<file path="src/rtl/cbs_pkg.sv">
`default_nettype none

package cbs_pkg;

   // controller states, one-hot
   typedef enum logic [4:0] {
      ST_IDLE    = 5'b00001,
      ST_SPLIT_A = 5'b00010,
      ST_SPLIT_B = 5'b00100,
      ST_SPLIT_C = 5'b01000,
      ST_EMIT    = 5'b10000
   } cbs_state_type;

   // width of the depth field on the request channel
   localparam int unsigned DEPTH_BITS = 3;

   // commands from the controller to the datapath
   typedef struct packed {
      logic load;     // take the four control points of a new curve
      logic split_a;  // first midpoints of the control polygon
      logic split_b;  // second midpoints
      logic split_c;  // split point, push right half, keep left half
      logic emit;     // load the output register with the current chord
      logic pop;      // restore a pending right half from the stack
      logic last;     // flag for the chord being emitted
   } cbs_cmd_type;

endpackage

`default_nettype wire

</file>
<file path="src/rtl/cbs_if.sv">
`default_nettype none

interface cbs_req_if
   import cbs_pkg::*;
#(
   parameter int unsigned COORD_BITS = 16
);

   logic                         valid;
   logic                         ready;
   logic signed [COORD_BITS-1:0] start_x;
   logic signed [COORD_BITS-1:0] start_y;
   logic signed [COORD_BITS-1:0] pull1_x;
   logic signed [COORD_BITS-1:0] pull1_y;
   logic signed [COORD_BITS-1:0] pull2_x;
   logic signed [COORD_BITS-1:0] pull2_y;
   logic signed [COORD_BITS-1:0] end_x;
   logic signed [COORD_BITS-1:0] end_y;
   logic [DEPTH_BITS-1:0]        depth;

   modport source (
      output valid, start_x, start_y, pull1_x, pull1_y, pull2_x, pull2_y,
             end_x, end_y, depth,
      input  ready
   );

   modport sink (
      input  valid, start_x, start_y, pull1_x, pull1_y, pull2_x, pull2_y,
             end_x, end_y, depth,
      output ready
   );
endinterface

interface cbs_rsp_if #(
   parameter int unsigned COORD_BITS = 16
);
   logic                         valid;
   logic                         ready;
   logic signed [COORD_BITS-1:0] seg_x0;
   logic signed [COORD_BITS-1:0] seg_y0;
   logic signed [COORD_BITS-1:0] seg_x1;
   logic signed [COORD_BITS-1:0] seg_y1;
   logic                         last_segment;

   modport source (
      output valid, seg_x0, seg_y0, seg_x1, seg_y1, last_segment,
      input  ready
   );

   modport sink (
      input  valid, seg_x0, seg_y0, seg_x1, seg_y1, last_segment,
      output ready
   );
endinterface

`default_nettype wire

</file>
<file path="src/rtl/cbs_dpath.sv">
`default_nettype none

module cbs_dpath
   import cbs_pkg::*;
#(
   parameter int unsigned MAX_DEPTH  = 6,
   parameter int unsigned COORD_BITS = 16,
   parameter int unsigned IDX_BITS   = 3
) (
   input  wire logic                         clock,
   input  wire cbs_cmd_type                  cmd,
   input  wire logic [IDX_BITS-1:0]          stk_idx,
   input  wire logic signed [COORD_BITS-1:0] in_x [4],
   input  wire logic signed [COORD_BITS-1:0] in_y [4],
   output logic signed [COORD_BITS-1:0]      seg_x0,
   output logic signed [COORD_BITS-1:0]      seg_y0,
   output logic signed [COORD_BITS-1:0]      seg_x1,
   output logic signed [COORD_BITS-1:0]      seg_y1,
   output logic                              last_segment
);

   // three fraction bits per level keep every midpoint exact
   localparam int unsigned FRAC = 3 * MAX_DEPTH;
   localparam int unsigned FW   = COORD_BITS + FRAC;

   logic signed [FW-1:0] px_ff [4];
   logic signed [FW-1:0] py_ff [4];
   logic signed [FW-1:0] tx_ff [3];
   logic signed [FW-1:0] ty_ff [3];
   logic signed [FW-1:0] abx_ff, aby_ff, bcx_ff, bcy_ff;
   logic signed [FW-1:0] midx, midy;
   logic signed [FW-1:0] sx_ff [MAX_DEPTH][4];
   logic signed [FW-1:0] sy_ff [MAX_DEPTH][4];
   logic signed [COORD_BITS-1:0] x0_ff, y0_ff, x1_ff, y1_ff;
   logic                         last_ff;

   function automatic logic signed [FW-1:0] widen(input logic signed [COORD_BITS-1:0] c);
      return {c, {FRAC{1'b0}}};
   endfunction

   // exact halving: the sum is always even at this precision
   function automatic logic signed [FW-1:0] half(input logic signed [FW-1:0] a,
                                                 input logic signed [FW-1:0] b);
      logic signed [FW:0] s;
      s = {a[FW-1], a} + {b[FW-1], b};
      return s[FW:1];
   endfunction

   // integer part, truncated toward zero
   function automatic logic signed [COORD_BITS-1:0] narrow(input logic signed [FW-1:0] v);
      logic signed [COORD_BITS-1:0] q;
      q = v[FW-1:FRAC];
      if (v[FW-1] && (v[FRAC-1:0] != '0)) begin
         q = q + COORD_BITS'(1);
      end
      return q;
   endfunction

   assign midx = half(abx_ff, bcx_ff);
   assign midy = half(aby_ff, bcy_ff);

   always_ff @(posedge clock) begin
      if (cmd.load) begin
         for (int i = 0; i < 4; i++) begin
            px_ff[i] <= widen(in_x[i]);
            py_ff[i] <= widen(in_y[i]);
         end
      end
      if (cmd.split_a) begin
         for (int i = 0; i < 3; i++) begin
            tx_ff[i] <= half(px_ff[i], px_ff[i+1]);
            ty_ff[i] <= half(py_ff[i], py_ff[i+1]);
         end
      end
      if (cmd.split_b) begin
         abx_ff <= half(tx_ff[0], tx_ff[1]);
         aby_ff <= half(ty_ff[0], ty_ff[1]);
         bcx_ff <= half(tx_ff[1], tx_ff[2]);
         bcy_ff <= half(ty_ff[1], ty_ff[2]);
      end
      if (cmd.split_c) begin
         // right half waits on the stack, left half goes on
         sx_ff[stk_idx][0] <= midx;
         sy_ff[stk_idx][0] <= midy;
         sx_ff[stk_idx][1] <= bcx_ff;
         sy_ff[stk_idx][1] <= bcy_ff;
         sx_ff[stk_idx][2] <= tx_ff[2];
         sy_ff[stk_idx][2] <= ty_ff[2];
         sx_ff[stk_idx][3] <= px_ff[3];
         sy_ff[stk_idx][3] <= py_ff[3];
         px_ff[1] <= tx_ff[0];
         py_ff[1] <= ty_ff[0];
         px_ff[2] <= abx_ff;
         py_ff[2] <= aby_ff;
         px_ff[3] <= midx;
         py_ff[3] <= midy;
      end
      if (cmd.emit) begin
         x0_ff   <= narrow(px_ff[0]);
         y0_ff   <= narrow(py_ff[0]);
         x1_ff   <= narrow(px_ff[3]);
         y1_ff   <= narrow(py_ff[3]);
         last_ff <= cmd.last;
      end
      if (cmd.pop) begin
         for (int i = 0; i < 4; i++) begin
            px_ff[i] <= sx_ff[stk_idx][i];
            py_ff[i] <= sy_ff[stk_idx][i];
         end
      end
   end

   assign seg_x0       = x0_ff;
   assign seg_y0       = y0_ff;
   assign seg_x1       = x1_ff;
   assign seg_y1       = y1_ff;
   assign last_segment = last_ff;

endmodule

`default_nettype wire

</file>
<file path="src/rtl/cbs_ctrl.sv">
`default_nettype none

module cbs_ctrl
   import cbs_pkg::*;
#(
   parameter int unsigned MAX_DEPTH = 6,
   parameter int unsigned LVL_BITS  = 3,
   parameter int unsigned IDX_BITS  = 3
) (
   input  wire logic                  clock,
   input  wire logic                  reset,
   input  wire logic                  req_valid,
   output logic                       req_ready,
   input  wire logic [DEPTH_BITS-1:0] req_depth,
   output logic                       rsp_valid,
   input  wire logic                  rsp_ready,
   output cbs_cmd_type                cmd,
   output logic [IDX_BITS-1:0]        stk_idx
);

   cbs_state_type       state_ff, state_in;
   logic [LVL_BITS-1:0] level_ff, level_in;
   logic [LVL_BITS-1:0] top_ff, top_in;
   logic [LVL_BITS-1:0] target_ff, target_in;
   logic [LVL_BITS-1:0] lv_ff [MAX_DEPTH];
   logic                rsp_valid_ff, rsp_valid_in;
   logic                req_fire, slot_free;
   logic [LVL_BITS-1:0] top_dec, level_inc, pop_level;

   assign req_ready = (state_ff == ST_IDLE);
   assign req_fire  = req_valid && req_ready;
   assign slot_free = !rsp_valid_ff || rsp_ready;
   assign rsp_valid = rsp_valid_ff;
   assign top_dec   = top_ff - LVL_BITS'(1);
   assign level_inc = level_ff + LVL_BITS'(1);
   assign pop_level = lv_ff[top_dec[IDX_BITS-1:0]];

   always_comb begin
      state_in     = state_ff;
      level_in     = level_ff;
      top_in       = top_ff;
      target_in    = target_ff;
      cmd          = '0;
      stk_idx      = top_ff[IDX_BITS-1:0];
      rsp_valid_in = rsp_valid_ff && !rsp_ready;
      unique case (state_ff)
         ST_IDLE: begin
            if (req_fire) begin
               cmd.load = 1'b1;
               level_in = '0;
               top_in   = '0;
               // depth saturates at the deepest level
               if (req_depth > DEPTH_BITS'(MAX_DEPTH)) begin
                  target_in = LVL_BITS'(MAX_DEPTH);
               end else begin
                  target_in = LVL_BITS'(req_depth);
               end
               state_in = (target_in != '0) ? ST_SPLIT_A : ST_EMIT;
            end
         end
         ST_SPLIT_A: begin
            cmd.split_a = 1'b1;
            state_in    = ST_SPLIT_B;
         end
         ST_SPLIT_B: begin
            cmd.split_b = 1'b1;
            state_in    = ST_SPLIT_C;
         end
         ST_SPLIT_C: begin
            cmd.split_c = 1'b1;
            level_in    = level_inc;
            top_in      = top_ff + LVL_BITS'(1);
            state_in    = (level_inc < target_ff) ? ST_SPLIT_A : ST_EMIT;
         end
         ST_EMIT: begin
            if (slot_free) begin
               cmd.emit     = 1'b1;
               cmd.last     = (top_ff == '0);
               rsp_valid_in = 1'b1;
               if (top_ff == '0) begin
                  state_in = ST_IDLE;
               end else begin
                  cmd.pop  = 1'b1;
                  stk_idx  = top_dec[IDX_BITS-1:0];
                  top_in   = top_dec;
                  level_in = pop_level;
                  state_in = (pop_level < target_ff) ? ST_SPLIT_A : ST_EMIT;
               end
            end
         end
         default: begin
            state_in = ST_IDLE;
         end
      endcase
   end

   always_ff @(posedge clock) begin
      if (reset) begin
         state_ff     <= ST_IDLE;
         level_ff     <= '0;
         top_ff       <= '0;
         target_ff    <= '0;
         rsp_valid_ff <= 1'b0;
      end else begin
         state_ff     <= state_in;
         level_ff     <= level_in;
         top_ff       <= top_in;
         target_ff    <= target_in;
         rsp_valid_ff <= rsp_valid_in;
      end
   end

   // level of each pending right half
   always_ff @(posedge clock) begin
      if (cmd.split_c) begin
         lv_ff[top_ff[IDX_BITS-1:0]] <= level_inc;
      end
   end

   // pending halves never outnumber the levels descended
   assert property (@(posedge clock) disable iff (reset) top_ff <= level_ff)
      else $error("stack deeper than current level");

   assert property (@(posedge clock) disable iff (reset)
      (state_ff == ST_SPLIT_A) |-> (level_ff < target_ff))
      else $error("split started at target depth");

   assert property (@(posedge clock) disable iff (reset)
      (cmd.emit && cmd.last) |=> (state_ff == ST_IDLE))
      else $error("curve did not finish after last segment");

   assert property (@(posedge clock) disable iff (reset)
      cmd.pop |-> (cmd.emit && !cmd.last))
      else $error("stack popped without a segment");

endmodule

`default_nettype wire

</file>
<file path="src/rtl/cubic_bezier_subdivider_top.sv">
// channel  role     modport        payload
// req_chan curve    cbs_req_if.sink  four control points (x, y), depth
// rsp_chan segment  cbs_rsp_if.source chord ends (x0, y0, x1, y1), last_segment
//
// a curve of depth d is worked as one load, then ST_SPLIT_A, ST_SPLIT_B and ST_SPLIT_C for each
// of its 2^d - 1 splits, and one emit for each of its 2^d segments
// one curve is worked at a time; req_chan.ready is high only between curves,
// and the next curve is taken while the last segment still waits in the output register
// reset is synchronous, active high, and clears the controller and rsp_chan.valid
// a stall on rsp_chan holds the controller in its emit state
`default_nettype none

module cubic_bezier_subdivider_top
   import cbs_pkg::*;
#(
   parameter int unsigned MAX_DEPTH  = 6,
   parameter int unsigned COORD_BITS = 16
) (
   input  wire logic clock,
   input  wire logic reset,
   cbs_req_if.sink   req_chan,
   cbs_rsp_if.source rsp_chan
);

   localparam int unsigned LVL_BITS = $clog2(MAX_DEPTH + 1);
   localparam int unsigned IDX_BITS = (MAX_DEPTH > 1) ? $clog2(MAX_DEPTH) : 1;

   cbs_cmd_type                  cmd;
   logic [IDX_BITS-1:0]          stk_idx;
   logic signed [COORD_BITS-1:0] in_x [4];
   logic signed [COORD_BITS-1:0] in_y [4];

   assign in_x[0] = req_chan.start_x;
   assign in_y[0] = req_chan.start_y;
   assign in_x[1] = req_chan.pull1_x;
   assign in_y[1] = req_chan.pull1_y;
   assign in_x[2] = req_chan.pull2_x;
   assign in_y[2] = req_chan.pull2_y;
   assign in_x[3] = req_chan.end_x;
   assign in_y[3] = req_chan.end_y;

   cbs_ctrl #(
      .MAX_DEPTH (MAX_DEPTH),
      .LVL_BITS  (LVL_BITS),
      .IDX_BITS  (IDX_BITS)
   ) u_ctrl (
      .clock     (clock),
      .reset     (reset),
      .req_valid (req_chan.valid),
      .req_ready (req_chan.ready),
      .req_depth (req_chan.depth),
      .rsp_valid (rsp_chan.valid),
      .rsp_ready (rsp_chan.ready),
      .cmd       (cmd),
      .stk_idx   (stk_idx)
   );

   cbs_dpath #(
      .MAX_DEPTH  (MAX_DEPTH),
      .COORD_BITS (COORD_BITS),
      .IDX_BITS   (IDX_BITS)
   ) u_dpath (
      .clock        (clock),
      .cmd          (cmd),
      .stk_idx      (stk_idx),
      .in_x         (in_x),
      .in_y         (in_y),
      .seg_x0       (rsp_chan.seg_x0),
      .seg_y0       (rsp_chan.seg_y0),
      .seg_x1       (rsp_chan.seg_x1),
      .seg_y1       (rsp_chan.seg_y1),
      .last_segment (rsp_chan.last_segment)
   );

endmodule

`default_nettype wire

</file>
<file path="src/flat_wrapper.sv">
// flat-port wrapper written by rule: the top's interface ports become plain ports
module cubic_bezier_subdivider_top_flat import cbs_pkg::*;
#(
   parameter int unsigned MAX_DEPTH  = 6,
   parameter int unsigned COORD_BITS = 16
)
  (clock, reset, req_chan_valid, req_chan_start_x, req_chan_start_y, req_chan_pull1_x, req_chan_pull1_y, req_chan_pull2_x, req_chan_pull2_y, req_chan_end_x, req_chan_end_y, req_chan_depth, req_chan_ready, rsp_chan_valid, rsp_chan_seg_x0, rsp_chan_seg_y0, rsp_chan_seg_x1, rsp_chan_seg_y1, rsp_chan_last_segment, rsp_chan_ready);
  cbs_req_if #(.COORD_BITS(COORD_BITS)) req_chan_i ();
  cbs_rsp_if #(.COORD_BITS(COORD_BITS)) rsp_chan_i ();
  input  wire logic clock;
  input  wire logic reset;
  input wire logic [$bits(req_chan_i.valid)-1:0] req_chan_valid;
  input wire logic [$bits(req_chan_i.start_x)-1:0] req_chan_start_x;
  input wire logic [$bits(req_chan_i.start_y)-1:0] req_chan_start_y;
  input wire logic [$bits(req_chan_i.pull1_x)-1:0] req_chan_pull1_x;
  input wire logic [$bits(req_chan_i.pull1_y)-1:0] req_chan_pull1_y;
  input wire logic [$bits(req_chan_i.pull2_x)-1:0] req_chan_pull2_x;
  input wire logic [$bits(req_chan_i.pull2_y)-1:0] req_chan_pull2_y;
  input wire logic [$bits(req_chan_i.end_x)-1:0] req_chan_end_x;
  input wire logic [$bits(req_chan_i.end_y)-1:0] req_chan_end_y;
  input wire logic [$bits(req_chan_i.depth)-1:0] req_chan_depth;
  output wire logic [$bits(req_chan_i.ready)-1:0] req_chan_ready;
  output wire logic [$bits(rsp_chan_i.valid)-1:0] rsp_chan_valid;
  output wire logic [$bits(rsp_chan_i.seg_x0)-1:0] rsp_chan_seg_x0;
  output wire logic [$bits(rsp_chan_i.seg_y0)-1:0] rsp_chan_seg_y0;
  output wire logic [$bits(rsp_chan_i.seg_x1)-1:0] rsp_chan_seg_x1;
  output wire logic [$bits(rsp_chan_i.seg_y1)-1:0] rsp_chan_seg_y1;
  output wire logic [$bits(rsp_chan_i.last_segment)-1:0] rsp_chan_last_segment;
  input wire logic [$bits(rsp_chan_i.ready)-1:0] rsp_chan_ready;
  assign req_chan_i.valid = req_chan_valid;
  assign req_chan_i.start_x = req_chan_start_x;
  assign req_chan_i.start_y = req_chan_start_y;
  assign req_chan_i.pull1_x = req_chan_pull1_x;
  assign req_chan_i.pull1_y = req_chan_pull1_y;
  assign req_chan_i.pull2_x = req_chan_pull2_x;
  assign req_chan_i.pull2_y = req_chan_pull2_y;
  assign req_chan_i.end_x = req_chan_end_x;
  assign req_chan_i.end_y = req_chan_end_y;
  assign req_chan_i.depth = req_chan_depth;
  assign req_chan_ready = req_chan_i.ready;
  assign rsp_chan_valid = rsp_chan_i.valid;
  assign rsp_chan_seg_x0 = rsp_chan_i.seg_x0;
  assign rsp_chan_seg_y0 = rsp_chan_i.seg_y0;
  assign rsp_chan_seg_x1 = rsp_chan_i.seg_x1;
  assign rsp_chan_seg_y1 = rsp_chan_i.seg_y1;
  assign rsp_chan_last_segment = rsp_chan_i.last_segment;
  assign rsp_chan_i.ready = rsp_chan_ready;
  cubic_bezier_subdivider_top #(.MAX_DEPTH(MAX_DEPTH), .COORD_BITS(COORD_BITS)) u_core (.clock(clock), .reset(reset), .req_chan(req_chan_i), .rsp_chan(rsp_chan_i));
endmodule
</file>
<file path="config.mk">
export PLATFORM = sky130hd
export DESIGN_NAME = cubic_bezier_subdivider_top_flat
export DESIGN_NICKNAME = d
export VERILOG_FILES = /design/src/rtl/cbs_pkg.sv /design/src/rtl/cbs_if.sv /design/src/rtl/cbs_dpath.sv /design/src/rtl/cbs_ctrl.sv /design/src/rtl/cubic_bezier_subdivider_top.sv /design/src/flat_wrapper.sv
export SDC_FILE = /design/constraint.sdc
export NUM_CORES = 2
export LEC_CHECK = 0
export CORE_AREA = 3 3 662 664
export CTS_CLUSTER_SIZE = 10
export DETAILED_ROUTE_END_ITERATION = 10
export DIE_AREA = 0 0 665 667
export DONT_BUFFER_PORTS = 1
export GPL_TIMING_DRIVEN = 0
export HOLD_SLACK_MARGIN = 0.02
export PLACE_DENSITY = 0.44
export SLEW_MARGIN = 40
export SYNTH_ARGS = -nofsm -noshare
export SYNTH_HDL_FRONTEND = slang
export SYNTH_HIERARCHICAL = 1
export SYNTH_SLANG_ARGS = --single-unit
</file>
<file path="constraint.sdc">
create_clock -name clock -period 42.1 [get_ports clock]
set_input_delay 4.21 -clock clock [delete_from_list [all_inputs] [get_ports clock]]
set_output_delay 4.21 -clock clock [all_outputs]
set_load 0.01 [all_outputs]
</file>
==> results.json <==
{
  "outcome": "finished, final reports clean",
  "tns_ps": 0,
  "finClkSkew_ps": 50.2,
  "dp_cells": 13400,
  "powerDensity_nw_per_um2": 46.8,
  "holdPathEnd": "u_core/u_ctrl/target_ff[0]",
  "critical_path_arrival_ps": 10610,
  "numCtsBuffers": 286,
  "cts_resized": 0,
  "fin_crit_sh_pct": 23.8,
  "synth.avg_cell_area_um2": 14.7,
  "holdBufCountCts": 0,
  "p_total_mw": 5.98,
  "setup_viol": 0,
  "worstPathRequired_ps": 42680,
  "pin_count": 202,
  "hp-class": "register to register",
  "antenna_found_initial": 56,
  "drive_above_1_share_pct": 16.4,
  "rrSetupSlack_ps": 34360,
  "hpwlAfterDp_um": 286000,
  "numClockSinks": 2342,
  "ant_nets": 0,
  "ys.flop_type": "edfxtp_1",
  "synthesis.nets": 7925,
  "drc": 0,
  "start_util_pct": 24.9,
  "htreeDepth": 5,
  "postLayoutCoreUtil_pct": 29.5,
  "wl_um": 377000,
  "r2r_cells": 25,
  "crit_slowest_cell": "clkbuf_1",
  "clockBufferDepth": 4,
  "synth_seq_area_share_pct": 65.0,
  "fillers": 43200,
  "cp-start-kind": "primary input",
  "vias": 68100,
  "rsz0062_at_grt": "false",
  "grt_overflow": 0,
  "drt_pass1_iterations": 6,
  "ir_drop_v": 0.0000325,
  "hold_depth": 2,
  "cts.clk_slew.worst_paths_ps": 50,
  "die_w_um": 665,
  "slew_headroom_pct": 31.8,
  "clkLatencyLatePin_ps": 870,
  "maxCapViolCount": 0,
  "grt_pass1_vias": 67700,
  "die-area_um2": 444000,
  "grt_max_degree": 61,
  "nNetsFinal": 8483,
  "crit_chain": "nand2b_1 -> nand4_1 -> nor2_1 -> a21o_1 -> clkbuf_1 -> clkbuf_2 -> clkbuf_2 -> buf_2 -> buf_1 -> nor3_2 -> buf_2 -> buf_4 -> buf_4 -> buf_4 -> buf_4 -> buf_4 -> buf_4 -> buf_4 -> buf_4 -> buf_4 -> buf_4 -> buf_2",
  "syn_area_um2": 108000,
  "drv_slew": 0,
  "gp_congestion": 0.878,
  "fmax_ghz": 0.0996,
  "wire_per_inst_um": 27.4,
  "critPathMaxStageDelay_ps": 630,
  "port_buffers": 0,
  "rr_endpoint": "u_core/u_dpath/sx_ff[0][71]",
  "layout_commonest_cell": "edfxtp_1",
  "r2r_start": "u_core/u_ctrl/top_ff[0]",
  "detail_route.iter0.violations": 6471,
  "final_cell_mix": "2327 x edfxtp_1, 482 x a21oi_1, 423 x nand2_1",
  "period_minus_slack_ps": 10040,
  "final_cells": 13800,
  "critPathCaptureType": "register",
  "core_area_um2": 434000,
  "tightest_slew_ps": 1020,
  "cpMostUsedCell": "buf_4",
  "postCtsSetupBuffers": 0,
  "p_leak_nw": 42.5,
  "cts_tree": "done",
  "die_h_um": 667,
  "grt.total_usage_pct": 16.5,
  "async_flop_share_pct": 0,
  "grt_pass1_wl_um": 523000,
  "yosysWarningCount": 6,
  "std_cell_rows": 242,
  "finalHoldViolations": 0,
  "root_buffer": "clkbuf_16",
  "crit_fanout": 10,
  "ys_types": 87,
  "synth_edf_count": 2327,
  "ys_seq_elements": 2342,
  "via_per_inst": 4.94,
  "synthToLayoutAreaGrowth_pct": 18.4,
  "crit_type": "primary input to register",
  "syn_inst": 7370,
  "hold_path_startpoint": "u_core/u_ctrl/target_ff[0]"
}
cells in the mapped netlist (48+ instances only):
library cell     n  area [um2]
xor2_1         128        1120
and3_1          48         300
o21bai_1        51         383
o21ai_0        380        1900
o211ai_1       131         983
nand3_1         97         485
xnor2_1        279        2440
mux2_2         289        3250
mux2i_1        246        2460
a22o_1         107         937
a21o_1         191        1430
nand2_1        423        1590
nor3_1          56         280
nand4_1         53         332
ha_1           408        5100
a211oi_1       136        1020
inv_1          139         522
nor2b_1        122         763
nand2b_1        54         338
and2_1          76         475
a21oi_1        483        2420
mux4_2         167        3760
clkbuf_1       224         841
edfxtp_1      2327       69900
nor2_1         301        1130
where the power goes:
part	total, mW	switching (mW)	leakage (nW)	internal [mW]
logic	0.904	0.549	17.4	0.354
clock network	2.20	0.934	3.85	1.26
registers	2.88	0.144	21.2	2.74
cell type report:
cell class | instances | area, um2 | share of cell area (%)
clock buffer | 344 | 7570 | 5.92
timing repair buffer | 270 | 4080 | 3.19
sequential | 2342 | 70200 | 54.9
tap | 5734 | 7170 | 5.61
multi-input combinational | 4611 | 36700 | 28.7
buffer | 276 | 1240 | 0.967
clock inverter | 39 | 319 | 0.249
antenna | 13 | 32.5 | 0.0254
inverter | 141 | 549 | 0.430
worst max-delay path: cells and delay by family:
family	cells	cell delay [ps]
buffers and inverters	17	5010
and+or+nand+nor	4	910
AOI/OAI and AO/OA	1	410
logic make-up (layout without fill, tap and decap cells):
logic type	after synthesis	after routing	share of synthesized area (%)
DFF	2342	2342	65.0
AOI/OAI and AO/OA	1744	1744	10.5
and+or+nand+nor	1337	1337	6.01
muxes	703	703	8.80
adders and majority gates	420	420	4.95
buffers and inverters	417	1070	1.47
xor gates and xnor gates	407	407	3.30
other	0	13	0
routing by layer:
metal	up-vias	part of all wire, %	global-route usage [%]	routed length, um
li1	29900	-	-	-
met1	35400	45	22.8	170000
met2	2168	47	26.9	176000
met3	544	5.4	2.31	20300
met4	26	2.9	4.38	10800
met5	-	0.045	0	169
how the worst max path moves through the flow:
stage                     slack (ps)      startpoint                           to  cells past startpoint
after floorplan                15880  rsp_chan_ready   u_core/u_dpath/sx_ff[0][0]                     11
after global placement        -10020  rsp_chan_ready  u_core/u_dpath/sx_ff[1][72]                     10
after detailed placement       30970  rsp_chan_ready  u_core/u_dpath/sy_ff[1][40]                     20
after CTS                      31890  rsp_chan_ready  u_core/u_dpath/sy_ff[1][40]                     20
after global routing           31870  rsp_chan_ready  u_core/u_dpath/sx_ff[0][72]                     22
final                          32060  rsp_chan_ready  u_core/u_dpath/sx_ff[0][71]                     22
registers in the layout, summed over array words and instances (netlist names):
name	cells
u_core/u_dpath/seg_x1	16
u_core/u_ctrl/top_ff	3
u_core/u_dpath/tx_ff	102
u_core/u_dpath/bcx_ff	34
u_core/u_dpath/sy_ff	816
u_core/u_dpath/abx_ff	34
u_core/u_ctrl/level_ff	3
u_core/u_ctrl/state_ff	5
u_core/u_dpath/bcy_ff	34
u_core/u_ctrl/rsp_valid	1
u_core/u_dpath/py_ff	136
u_core/u_dpath/seg_y0	16
u_core/u_dpath/last_segment	1
u_core/u_dpath/aby_ff	34
u_core/u_dpath/seg_y1	16
u_core/u_dpath/sx_ff	816
u_core/u_dpath/ty_ff	102
u_core/u_dpath/seg_x0	16
u_core/u_ctrl/target_ff	3
u_core/u_ctrl/lv_ff	18
u_core/u_dpath/px_ff	136
stage by stage:
stage | hold slack, ps | cell area (um2) | worst slack, ps
after CTS | 484 | 128000 | 31890
final | 486 | 128000 | 32060
after floorplan | 442 | 108000 | 15880
after global placement | 469 | 115000 | -10020
after global routing | 509 | 128000 | 31870
after detailed placement | 476 | 120000 | 30970
(Power assumes the default switching activity.)
